===== src/sv/dhmt_pkg.sv =====
// Shared types and codes of the detector hit merge table.
package dhmt_pkg;

	typedef enum logic [1:0] {
		CMD_HIT   = 2'd0,
		CMD_DUMP  = 2'd1,
		CMD_CLEAR = 2'd2,
		CMD_NONE  = 2'd3
	} cmd_t;

	typedef enum logic [2:0] {
		ST_IGNORED    = 3'd0,
		ST_INSERTED   = 3'd1,
		ST_MERGED     = 3'd2,
		ST_DROPPED    = 3'd3,
		ST_DUMP_ENTRY = 3'd4,
		ST_DUMP_EMPTY = 3'd5,
		ST_CLEARED    = 3'd6
	} status_t;

	typedef enum logic [1:0] {
		FSM_IDLE,
		FSM_SEARCH,
		FSM_EXEC,
		FSM_DUMP
	} fsm_t;

	// one table entry, first field in the highest bits
	typedef struct packed {
		logic [31:0] interaction_time;
		logic [47:0] polarization;
		logic [47:0] direction;
		logic [24:0] residual;
		logic [23:0] deposit;
		logic [31:0] local_time;
		logic [31:0] event_id;
		logic [9:0]  scintillator_id;
	} entry_t;

	typedef struct packed {
		logic load;
		logic merge;
		logic shift;
	} cell_ctl_t;

	localparam int unsigned EntryBits = $bits(entry_t);

endpackage


===== src/sv/dhmt_cell.sv =====
// One table cell: holds an entry, compares it with a hit, merges, loads or shifts.
module dhmt_cell (
	input  logic                clk,
	input  dhmt_pkg::cell_ctl_t ctl,
	input  dhmt_pkg::entry_t    hit,
	input  logic [31:0]         time_window,
	input  dhmt_pkg::entry_t    nbr,
	output dhmt_pkg::entry_t    entry,
	output logic                match,
	output logic                in_window
);
	dhmt_pkg::entry_t entry_q;
	dhmt_pkg::entry_t merged;
	logic [31:0] diff;
	logic [24:0] loss_sum;
	logic [25:0] after_dif;
	logic [32:0] it_sum;

	always_comb begin
		diff = (entry_q.local_time >= hit.local_time) ?
			entry_q.local_time - hit.local_time : hit.local_time - entry_q.local_time;
		match     = (entry_q.scintillator_id == hit.scintillator_id);
		in_window = (diff <= time_window);

		loss_sum  = {1'b0, entry_q.deposit} + {1'b0, hit.deposit};
		after_dif = {entry_q.residual[24], entry_q.residual} - {2'b00, hit.deposit};
		it_sum    = {1'b0, entry_q.interaction_time} + {1'b0, hit.interaction_time};

		merged                  = entry_q;
		merged.deposit          = loss_sum[24] ? 24'hFFFFFF : loss_sum[23:0];
		// clamp at the most negative 25-bit value
		merged.residual         = (after_dif[25] != after_dif[24]) ? 25'h1000000 : after_dif[24:0];
		merged.direction        = hit.direction;
		merged.polarization     = hit.polarization;
		merged.interaction_time = it_sum[32] ? 32'hFFFFFFFF : it_sum[31:0];
	end

	always_ff @(posedge clk) begin
		if (ctl.shift) begin
			entry_q <= nbr;
		end else if (ctl.load) begin
			entry_q <= hit;
		end else if (ctl.merge) begin
			entry_q <= merged;
		end
	end

	assign entry = entry_q;

endmodule


===== config.mk =====
export PLATFORM = sky130hd
export DESIGN_NAME = dhmt_cell
export DESIGN_NICKNAME = d
export VERILOG_FILES = /design/src/sv/dhmt_pkg.sv /design/src/sv/dhmt_cell.sv
export SDC_FILE = /design/constraint.sdc
export NUM_CORES = 1
export LEC_CHECK = 0
export BUFFER_PORTS_ARGS = -buffer_cell sky130_fd_sc_hd__buf_2
export CAP_MARGIN = 5
export CELL_PAD_IN_SITES_DETAIL_PLACEMENT = 1
export CELL_PAD_IN_SITES_GLOBAL_PLACEMENT = 1
export CORE_AREA = 2 2 304 306
export DETAILED_ROUTE_END_ITERATION = 8
export DIE_AREA = 0 0 306 308
export PLACE_DENSITY = 0.66
export SYNTH_ARGS = -nofsm -noshare
export SYNTH_HDL_FRONTEND = slang
export SYNTH_SLANG_ARGS = --single-unit

===== constraint.sdc =====
create_clock -name clk -period 7.5 [get_ports clk]
set_input_delay 1.875 -clock clk [delete_from_list [all_inputs] [get_ports clk]]
set_output_delay 1.875 -clock clk [all_outputs]
set_load 0.02 [all_outputs]

==> impl_summary.log, run 1 <==
INFO  metric status = finished with violations
INFO  metric failing_checks = setup timing
INFO  metric nets = 3743
INFO  metric vias_in_the_first_global_route = 21.18k
INFO  metric final_report_hold_violation_count = 0
INFO  metric gpl.final_weighted_congestion = 0.9193
INFO  metric start_kind = input pin
INFO  metric port-buffer-count = 790
INFO  metric postRouteAntennaNets = 0
INFO  metric cts.clk_slew.worst_paths = 60 ps
INFO  metric max-cap-violations = 0
INFO  metric finalSetupViolations = 1
INFO  metric routed_wire_length = 99240 microns
INFO  metric finalCritPeriodShare = 1.063
INFO  metric vias = 20.18k
INFO  metric max_freq = 125.4 MHz
INFO  metric netlist_top_cells_area = edfxtp_1 (38%), ha_1 (11%), mux2_2 (5.7%)
INFO  metric die_area = 94250 sq um
INFO  metric grt_max_degree = 98
INFO  metric power_density = 228.0 nW/um^2
INFO  metric tritonroute_pass_1_iters = 5
INFO  metric p_clk_frac = 0.274
INFO  metric comb_power_share = 0.441
INFO  metric mappedNetlistNets = 2747
INFO  metric fp.coreArea = 90970 sq um
INFO  metric power.share.sequential = 0.285
INFO  metric pre_cts_ws = -847.6 ps
INFO  metric areaGrowthSynthToFinish = 44.98%
INFO  metric routed_wire_length_per_instance = 23.34 microns
INFO  metric timing.clock.skew = 20.08 ps
INFO  metric synth.cell_area = 19720 sq um
INFO  metric die_height = 308 microns
INFO  metric worst_setup_path_startpoint = hit[43]
INFO  metric async_reset_ff_frac = 0
INFO  metric yosys_most_used_dff = edfxtp_1
INFO  metric vdd.ir_drop.worst = 0.1479 mV
INFO  metric global_route.overflow_total = 0
INFO  metric regToRegStartpoint = entry[98]
INFO  metric post_cts_hold_buffer_count = 0
INFO  metric synth.avg_cell_area = 9.726 sq um
INFO  metric drt-vias-per-instance = 4.746
INFO  metric grt_pass1_wl = 141300 microns
INFO  metric worst_case_headroom_to_the_max_slew_limit = 0.3540
INFO  metric layout_commonest_cell = buf_2
INFO  metric worst_ep_required_time = 5620 ps
INFO  metric die_w = 306 microns
INFO  metric tns = -472.6 ps
INFO  metric largest_register_ff_count = 251
INFO  metric hpwlAfterDp = 82170 microns
INFO  metric yosysTopAreaCell = edfxtp_1
INFO  metric number_of_clock_buffers_inserted_by_tritoncts = 36
INFO  metric report.final.slew_viol_count = 0
INFO  metric drt_drc_violations_left = 0
INFO  metric p_switching = 2476 uW
INFO  metric grt_setup_unrepaired = yes
INFO  metric rows = 111
INFO  metric worst-endpoint-arrival = 6100 ps
INFO  metric netlist-cell-type-count = 91
INFO  metric area_share_of_the_largest_cell_type_after_synthesis = 0.3821
INFO  metric holdCritPathClass = register to register
INFO  metric post-route-worst-setup-slack = -472.6 ps
INFO  metric clockRootBuffer = clkbuf_16
INFO  metric clk_path_buf_depth = 3
INFO  metric end_kind = primary output
INFO  metric cts_tree = built
INFO  metric floorplan.initialDensity = 0.2168
INFO  metric internal-power = 4045 uW
INFO  metric clock_sinks = 251
INFO  metric power.switching_fraction = 0.3797
INFO  metric boundaryPins = 791
INFO  metric final_period_minus_worst_setup_slack = 7973 ps
INFO  metric drive_gt1_frac = 0.4303
INFO  metric layout_common_cells = buf_2 (783), buf_4 (259), edfxtp_1 (251)
INFO  metric holdCritStartpoint = entry[219]
INFO  metric transition_time_of_the_tightest_slew_check_pin = 962.5 ps
INFO  metric path_max_fanout = 3
INFO  metric static-leakage-power = 0.01322 uW
INFO  metric synth_seq_area_share = 0.3821
INFO  metric clock_latency_at_the_later_pin_of_the_worst_skew_pair = 570 ps
INFO  metric cts.htree.levels = 2
INFO  metric globalRouteTotalUtil = 0.2019
INFO  metric antenna_found_initial = 59
INFO  metric initialDrtViolationCount = 1092
INFO  metric synthCells = 2028
INFO  metric timing.setup.critical_path_class = input pin to primary output
INFO  metric number_of_enable_type_register_cells_in_the_synthesized_netlist = 251
INFO  metric synth_seq_cells = 251
INFO  metric synth-warning-count = 0
-- critical path, cell delays in order --
cell and delay (ps):
buf_2 100, inv_1 70, buf_4 150, ha_4 270, nor2b_4 150, o31ai_2 80, buf_4 150, a211oi_4 270
nor3_2 100, o41ai_4 280, buf_4 160, a211oi_1 80, or2_1 260, a211oi_2 320, xor2_2 150, ha_1 330
nand4_1 140, nor4_2 340, buf_4 170, nand3_2 70, o211ai_1 290, o31ai_4 130, buf_6 150
-- layer usage --
metal | wire length, microns | track usage
met1 | 39890 | 0.2371
met2 | 49490 | 0.3589
met3 | 6533 | 0.05154
met4 | 3240 | 0.06221
met5 | 86 | 0
-- path summary, 6_finish.rpt --
kind	to	slack, ps	depth (start not counted)
hold / removal	entry[219]	790	3
hold reg to reg	entry[219]	790	3
setup / recovery	in_window	-470	23
setup reg to reg	entry[118]	2570	20
-- Yosys cell counts (7+ instances only) --
cell       count
nand2b_1      18
a21o_1        74
nor2b_1       17
nand3_1       40
a22o_1        45
o21a_1        27
o22ai_1       35
nand4_1       28
a22oi_1       14
or3_1          8
nand2_1      145
nor4_1         9
inv_1        171
mux2_2        99
nor2_1        87
a221oi_1      20
and2_1         8
o2111ai_1      7
clkbuf_1      66
a31oi_1       14
xnor2_1       58
o211ai_1       9
xor2_1        43
o21ai_0      131
a21oi_1      168
buf_2         12
o31ai_1       17
a221o_1        7
a211oi_1      21
ha_1         176
edfxtp_1     251
o21bai_1      22
o21ai_1       14
mux2i_1        9
nor3_1        36
-- layout make-up --
type,count,area [sq um]
fillers,10800,62370
multi-input cells,1512,11710
clock inverters,16,195.2
diodes,19,47.55
flip-flops and latches,251,7537
inverters,171,644.4
repair buffers,1052,6001
well taps,1186,1484
clock buffers,45,977.2
-- power groups by stage --
stage               clock network (uW)  logic [uW]  registers, uW
global route                      1870        3140           1880
floorplan                            0        1430           2090
CTS                               1850        2840           1860
finish                            1780        2880           1860
detailed placement                   0        2770           1880
global placement                     0        2750           1880
-- kinds of logic after synthesis --
| logic type | after synthesis | share of synthesized area |
|---|---|---|
| buf+inv | 265 | 0.05411 |
| xor+xnor | 101 | 0.04485 |
| compound gates | 691 | 0.2345 |
| flops | 251 | 0.3821 |
| simple gates | 430 | 0.1059 |
| mux | 109 | 0.06185 |
| fa+ha+maj | 181 | 0.1167 |
-- through the flow --
step	utilization	instances	total power (uW)	hold WS (ps)	area, sq um
CTS	0.3109	4234	6550	793.9	28280
finish	0.3143	4252	6521	789.0	28590
global placement	0.2941	4165	4624	742.7	26760
floorplan	-	2028	3523	864.3	19780
global route	0.3142	4246	6897	878.4	28580
detailed placement	0.2941	4165	4656	777.1	26760
-- repair_timing --
action | in CTS | in global routing
pin swaps | 31 | 32
setup buffers | 8 | 0
setup endpoints to repair | 1 | 1
resized for setup | 52 | 49
No activity file was read; power rests on OpenSTA's default activity.
==> run 2, diff against run 1 <==
- CORE_AREA: 2 2 304 306 -> 2 2 305 307
- DIE_AREA: 0 0 306 308 -> 0 0 307 309
- PLACE_DENSITY: 0.66 -> 0.64
- clock period: 7.5 -> 8.95 ns (I/O delays scaled with it)
==> run 2 against run 1 <==
Effect of this change:
- the run now ends clean
- clock power shrank 9%
- cell area is 5.4% lower
- register-to-register slack better by 1200 ps
- core utilization decreased by 1.8 points
- sequential cell count stayed put
- hold slack lost 7.9 ps
- global-route usage fell by 0.46 points
- combinational power down 22%
- sequential share of layout area up 1.5 points
- critical path type unchanged
- largest cell class unchanged
==> impl_summary.log, run 2 (synthesized netlist as in run 1, its figures left out) <==
INFO  metric end_kind = primary output
INFO  metric max_freq = 114.5 MHz
INFO  metric wl_met1 = 39550 microns
INFO  metric hpwlAfterDp = 80710 microns
INFO  metric ff_latch_area = 7537 sq um
INFO  metric max-cap-violations = 0
INFO  metric die_height = 309 microns
INFO  metric timing.critical_path.mode_cell = a21o_1
INFO  metric gpl.final_weighted_congestion = 0.9107
INFO  metric report.final.slew_viol_count = 0
INFO  metric postRouteAntennaNets = 0
INFO  metric drt-vias-per-instance = 4.852
INFO  metric routed_wire_length_per_instance = 23.94 microns
INFO  metric met2WireLength = 49480 microns
INFO  metric start_kind = input pin
INFO  metric clk_path_buf_depth = 3
INFO  metric routed_wire_length = 97590 microns
INFO  metric initialDrtViolationCount = 1144
INFO  metric multi_input_area = 11420 sq um
INFO  metric die_w = 307 microns
INFO  metric number_of_fillers_in_the_final_layout = 10.85k
INFO  metric clockRootBuffer = clkbuf_16
INFO  metric slowest_stage = mux2_4
INFO  metric vias = 19.78k
INFO  metric rows = 111
INFO  metric vias_in_the_first_global_route = 20.66k
INFO  metric fp.coreArea = 91390 sq um
INFO  metric static-leakage-power = 0.01237 uW
INFO  metric timing.setup.critical_path_class = input pin to primary output
INFO  metric worst-endpoint-arrival = 6490 ps
INFO  metric holdCritPathClass = register to register
INFO  metric number_of_clock_buffers_inserted_by_tritoncts = 36
INFO  metric global_route.overflow_total = 0
INFO  metric areaGrowthSynthToFinish = 37.19%
INFO  metric layout_common_cells = buf_2 (786), edfxtp_1 (251), inv_1 (165)
INFO  metric tritonroute_pass_1_iters = 4
INFO  metric final_report_hold_violation_count = 0
INFO  metric antenna_found_initial = 46
INFO  metric clock_latency_at_the_later_pin_of_the_worst_skew_pair = 590 ps
INFO  metric die_area = 94860 sq um
INFO  metric hold-worst-slack = 781.1 ps
INFO  metric path_max_fanout = 6
INFO  metric clock_sinks = 251
INFO  metric floorplan.initialDensity = 0.2158
INFO  metric finalCritPeriodShare = 0.9757
INFO  metric final_cells = 4076
INFO  metric transition_time_of_the_tightest_slew_check_pin = 1085 ps
INFO  metric numPlacedInstances = 3996
INFO  metric finalSetupViolations = 0
INFO  metric reg2reg_setup_slack = 3730 ps
INFO  metric wl_met3 = 5859 microns
INFO  metric drive_gt1_frac = 0.3869
INFO  metric boundaryPins = 791
INFO  metric layout_commonest_cell = buf_2
INFO  metric worst_case_headroom_to_the_max_slew_limit = 0.2769
INFO  metric grt_pass1_wl = 138700 microns
INFO  metric routed.top_layer = met5
INFO  metric largest_register_ff_count = 251
INFO  metric timing.clock.skew = 27.38 ps
INFO  metric port-buffer-count = 790
INFO  metric vdd.ir_drop.worst = 0.1342 mV
INFO  metric series_of_cell_instances_along_the_critical_path = buf_6 -> inv_2 -> ha_4 -> and4_4 -> nand4_4 -> or2_4 -> and2_4 -> a21boi_4 -> o21ai_4 -> mux2_4 -> o2111ai_2 -> nand4b_1 -> ha_1 -> a21o_1 -> a21o_1 -> a21o_1 -> a21o_1 -> a21oi_2 -> nor2b_1 -> o31ai_2 -> o211ai_1 -> o31ai_1 -> buf_2
INFO  metric cts.clk_slew.worst_paths = 50 ps
INFO  metric cts.htree.levels = 2
INFO  metric drt_drc_violations_left = 0
INFO  metric cts_tree = built
INFO  metric nets = 3570
INFO  metric worst_path_largest_cell_delay = 350 ps
INFO  metric worst_ep_required_time = 6710 ps
INFO  metric final_period_minus_worst_setup_slack = 8732 ps
INFO  metric globalRouteTotalUtil = 0.1973
INFO  metric power_density = 200.2 nW/um^2
INFO  metric status = finished, final reports clean
INFO  metric grt_max_degree = 71
## run 2: cell count changes in the layout (fill, tap and decap cells not counted), moves of 4 or more
cell	previous run	this run
clkbuf_1	7	1
buf_4	259	89
clkinv_1	4	9
ha_4	20	13
diode_2	19	13
ha_1	152	159
bufinv_16	4	8
## run 2: through the flow
| step | util | setup WS (ps) | setup TNS, ps | instance area, sq um | total power [uW] |
|---|---|---|---|---|---|
| 6_report | 0.2961 | 217.7 | 0 | 27060 | 5418 |
| 2_1_floorplan | - | 639.9 | 0 | 19720 | 2942 |
| 3_5_place_dp | 0.2781 | -95.34 | -95.34 | 25410 | 3768 |
| 5_1_grt | 0.2960 | -23.24 | -23.24 | 27050 | 5725 |
| 3_3_place_gp | 0.2781 | -44.02 | -44.02 | 25410 | 3750 |
| 4_1_cts | 0.2924 | 9.298 | 0 | 26720 | 5435 |
## run 2: what timing repair did
item	in CTS	in global routing
setup endpoints to repair	1	1
cloned	0	0
pin swaps	0	25
resized for setup	3	52
buffers inserted	0	3
hold buffers	0	0
## run 2: final cells by class
| class | count | area share |
|---|---|---|
| Inverter | 171 | 0.02372 |
| Tap cell | 1186 | 0.05484 |
| Multi-Input combinational cell | 1512 | 0.4220 |
| Timing Repair Buffer | 879 | 0.1719 |
| Sequential cell | 251 | 0.2785 |
| Antenna cell | 13 | 0.001202 |
| Clock inverter | 26 | 0.01350 |
| Clock buffer | 38 | 0.03436 |
## run 2: metal layers
metal,up-vias,global-route usage
met4,12,0.05457
met3,163,0.04385
li1,9288,-
met5,-,0
met1,9682,0.2353
met2,633,0.3546
## run 2: final timing paths
| check | from | to | depth (start not counted) |
|---|---|---|---|
| max | hit[65] | in_window | 23 |
| min reg2reg | entry[74] | entry[74] | 3 |
| max reg2reg | entry[98] | entry[111] | 20 |
| min | entry[74] | entry[74] | 3 |
## run 2: critical path: cells and delay by family
family                   cells  cell delay, ps
AO/OA/AOI/OAI               11            1850
adder cells (fa/ha/maj)      2             630
buffers and inverters        3             330
multiplexers                 1             350
AND/OR/NAND/NOR              6            1070
## run 2: power breakdown
group,leakage (uW),switching (uW),internal [uW]
registers,0.00262,84.6,1470
logic,0.00913,1330,906
clock network,0.000627,635,988
total,0.0124,2050,3370
==> run 3, diff against run 2 <==
- CORE_AREA: 2 2 305 307 -> 2 2 310 312
- CTS_BUF_LIST: default -> sky130_fd_sc_hd__clkbuf_2 sky130_fd_sc_hd__clkbuf_4 sky130_fd_sc_hd__clkbuf_8
- DIE_AREA: 0 0 307 309 -> 0 0 312 314
- PLACE_DENSITY: 0.64 -> 0.63
==> run 3 against run 2 <==
Effect of this change:
- sequential power is essentially flat
- via count grew 0.92%
- final cell count grew 3.6%
- core utilization shrank 1.1 points
- power shrank 5.7%
- combinational power is essentially flat
- critical path depth is the same
- cell area shrank 0.49%
- largest cell class unchanged
- sequential cell count is the same
- clock skew shrank 7.6 ps
==> impl_summary.log, run 3 (synthesized netlist as in run 1, its figures left out) <==
INFO  metric status = finished, final reports clean
INFO  metric postRouteAntennaNets = 0
INFO  metric number_of_clock_buffers_inserted_by_tritoncts = 53
INFO  metric gpl.final_weighted_congestion = 0.9097
INFO  metric timing.clock.skew = 19.76 ps
INFO  metric global_route.overflow_total = 0
INFO  metric final_period_minus_worst_setup_slack = 8799 ps
INFO  metric hold-path-endpoint = entry[74]
INFO  metric final_report_hold_violation_count = 0
INFO  metric static-leakage-power = 0.01235 uW
INFO  metric timing.critical_path.mode_cell = a21o_1
INFO  metric regToRegStartpoint = entry[98]
INFO  metric p_switching = 2028 uW
INFO  metric worst_setup_path_startpoint = hit[69]
INFO  metric worst-endpoint-arrival = 6560 ps
INFO  metric finalCritPeriodShare = 0.9831
INFO  metric p_clk_frac = 0.259
INFO  metric initialDrtViolationCount = 1205
INFO  metric holdCritStartpoint = entry[74]
INFO  metric antenna_found_initial = 72
INFO  metric die_area = 97970 sq um
INFO  metric clockRootBuffer = clkbuf_8
INFO  metric routed_wire_length = 99340 microns
INFO  metric boundaryPins = 791
INFO  metric hold-worst-slack = 784.6 ps
INFO  metric tns = 0 ps
INFO  metric layout_commonest_cell = buf_2
INFO  metric worst_ep_required_time = 6710 ps
INFO  metric numPlacedInstances = 4082
INFO  metric vias_in_the_first_global_route = 20.68k
INFO  metric tritonroute_pass_1_iters = 5
INFO  metric layout_common_cells = buf_2 (788), edfxtp_1 (251), inv_1 (170)
INFO  metric worst_hold_path.num_cells = 3
INFO  metric power.switching_fraction = 0.3970
INFO  metric pre_cts_ws = 30.66 ps
INFO  metric globalRouteTotalUtil = 0.1931
INFO  metric series_of_cell_instances_along_the_critical_path = buf_2 -> inv_1 -> ha_1 -> and2_4 -> nand4_4 -> or2_4 -> and2_4 -> a21boi_4 -> o21ai_4 -> mux2i_2 -> mux2_2 -> nand4b_1 -> ha_1 -> a21o_1 -> a21o_1 -> a21o_1 -> a21o_1 -> a21oi_2 -> nor2b_1 -> o31ai_1 -> o211ai_1 -> o31ai_1 -> buf_4
INFO  metric max_freq = 113.7 MHz
INFO  metric nets = 3593
INFO  metric drive_gt1_frac = 0.3879
INFO  metric post-layout-total-power = 5110 uW
INFO  metric reg2reg_setup_slack = 3950 ps
INFO  metric cts_tree = built
INFO  metric rows = 113
INFO  metric reg2reg_depth = 21
INFO  metric floorplan.initialDensity = 0.2088
INFO  metric clock_sinks = 251
INFO  metric end_kind = primary output
INFO  metric path_max_fanout = 5
INFO  metric max-cap-violations = 0
INFO  metric start_kind = input pin
INFO  metric cts.htree.levels = 2
INFO  metric grt_max_degree = 127
INFO  metric holdCritPathClass = register to register
INFO  metric finalSetupViolations = 0
INFO  metric slowest_stage = ha_1
INFO  metric fp.coreArea = 94450 sq um
INFO  metric clk_path_buf_depth = 3
INFO  metric drt_drc_violations_left = 0
INFO  metric ff_to_ff_end = entry[111]
INFO  metric transition_time_of_the_tightest_slew_check_pin = 1010 ps
INFO  metric largest_register_ff_count = 251
INFO  metric vias = 19.96k
INFO  metric drt-vias-per-instance = 4.727
INFO  metric die_height = 314 microns
INFO  metric comb_power_share = 0.436
INFO  metric post-route-worst-setup-slack = 151.4 ps
INFO  metric areaGrowthSynthToFinish = 36.51%
INFO  metric routed_wire_length_per_instance = 23.53 microns
INFO  metric power.share.sequential = 0.305
INFO  metric worst_case_headroom_to_the_max_slew_limit = 0.3268
INFO  metric power_density = 189.8 nW/um^2
INFO  metric port-buffer-count = 790
INFO  metric worst_path_largest_cell_delay = 370 ps
INFO  metric post_cts_hold_buffer_count = 0
INFO  metric clock_latency_at_the_later_pin_of_the_worst_skew_pair = 680 ps
INFO  metric hpwlAfterDp = 81620 microns
INFO  metric cts.clk_slew.worst_paths = 50 ps
INFO  metric die_w = 312 microns
INFO  metric final_cells = 4222
INFO  metric timing.setup.critical_path_class = input pin to primary output
INFO  metric vdd.ir_drop.worst = 0.1199 mV
INFO  metric grt_pass1_wl = 139800 microns
INFO  metric report.final.slew_viol_count = 0
INFO  metric internal-power = 3082 uW
==> run 3: cell types whose count changed in the layout (fill, tap and decap cells not counted), sizes merged <==
cell	before	now
clkinvlp	1	0
bufinv	8	2
clkbuf	38	75
clkinv	17	21
buf	879	885
diode	13	39
inv	171	172
==> run 3: metrics by stage <==
step                      area, sq um  utilization
after floorplan                 19720            -
after global placement          25580       0.2708
after detailed placement        25580       0.2708
after CTS                       26650       0.2822
after global routing            26900       0.2848
final                           26930       0.2851
==> run 3: power groups by stage <==
| stage | Combinational, uW | Sequential (uW) | Clock [uW] |
|---|---|---|---|
| finish | 2230 | 1560 | 1320 |
| global route | 2440 | 1570 | 1410 |
| CTS | 2210 | 1560 | 1380 |
| detailed placement | 2200 | 1580 | 0 |
| global placement | 2190 | 1570 | 0 |
| floorplan | 1190 | 1750 | 0 |
==> run 3: metal layers <==
metal,vias to the layer above,GRT usage,share of wire
li1,9362,-,-
met1,9721,0.2280,0.40
met2,663,0.3249,0.49
met3,195,0.05119,0.069
met4,18,0.09342,0.038
met5,-,0,0.0012
==> run 3: repair_timing <==
action,4_1_cts,5_1_grt
pin swaps,0,10
resized for setup,1,30
endpoints found under the setup margin,1,1
buffers inserted,0,2
==> run 3: critical path, delay by kind of cell <==
family,cells,cell delay [ps]
adders and majority gates,2,620
muxes,2,640
AOI/OAI and AO/OA,10,1740
and+or+nand+nor,6,970
buffers and inverters,3,330
==> run 3: area by class of cell <==
| type | instances | area (sq um) |
|---|---|---|
| well taps | 1265 | 1583 |
| clock buffers | 75 | 907.1 |
| inverters | 171 | 641.9 |
| clock inverters | 24 | 163.9 |
| repair buffers | 885 | 4696 |
| fillers | 11320 | 67520 |
| diodes | 39 | 97.59 |
| multi-input cells | 1512 | 11300 |
| flip-flops and latches | 251 | 7537 |
==> run 3: worst max path at each step <==
stage	endpoint	slack (ps)	depth (start not counted)
2_1_floorplan	in_window	640	22
3_3_place_gp	in_window	50	23
3_5_place_dp	in_window	30	24
4_1_cts	in_window	20	21
5_1_grt	in_window	-50	24
6_report	in_window	150	23
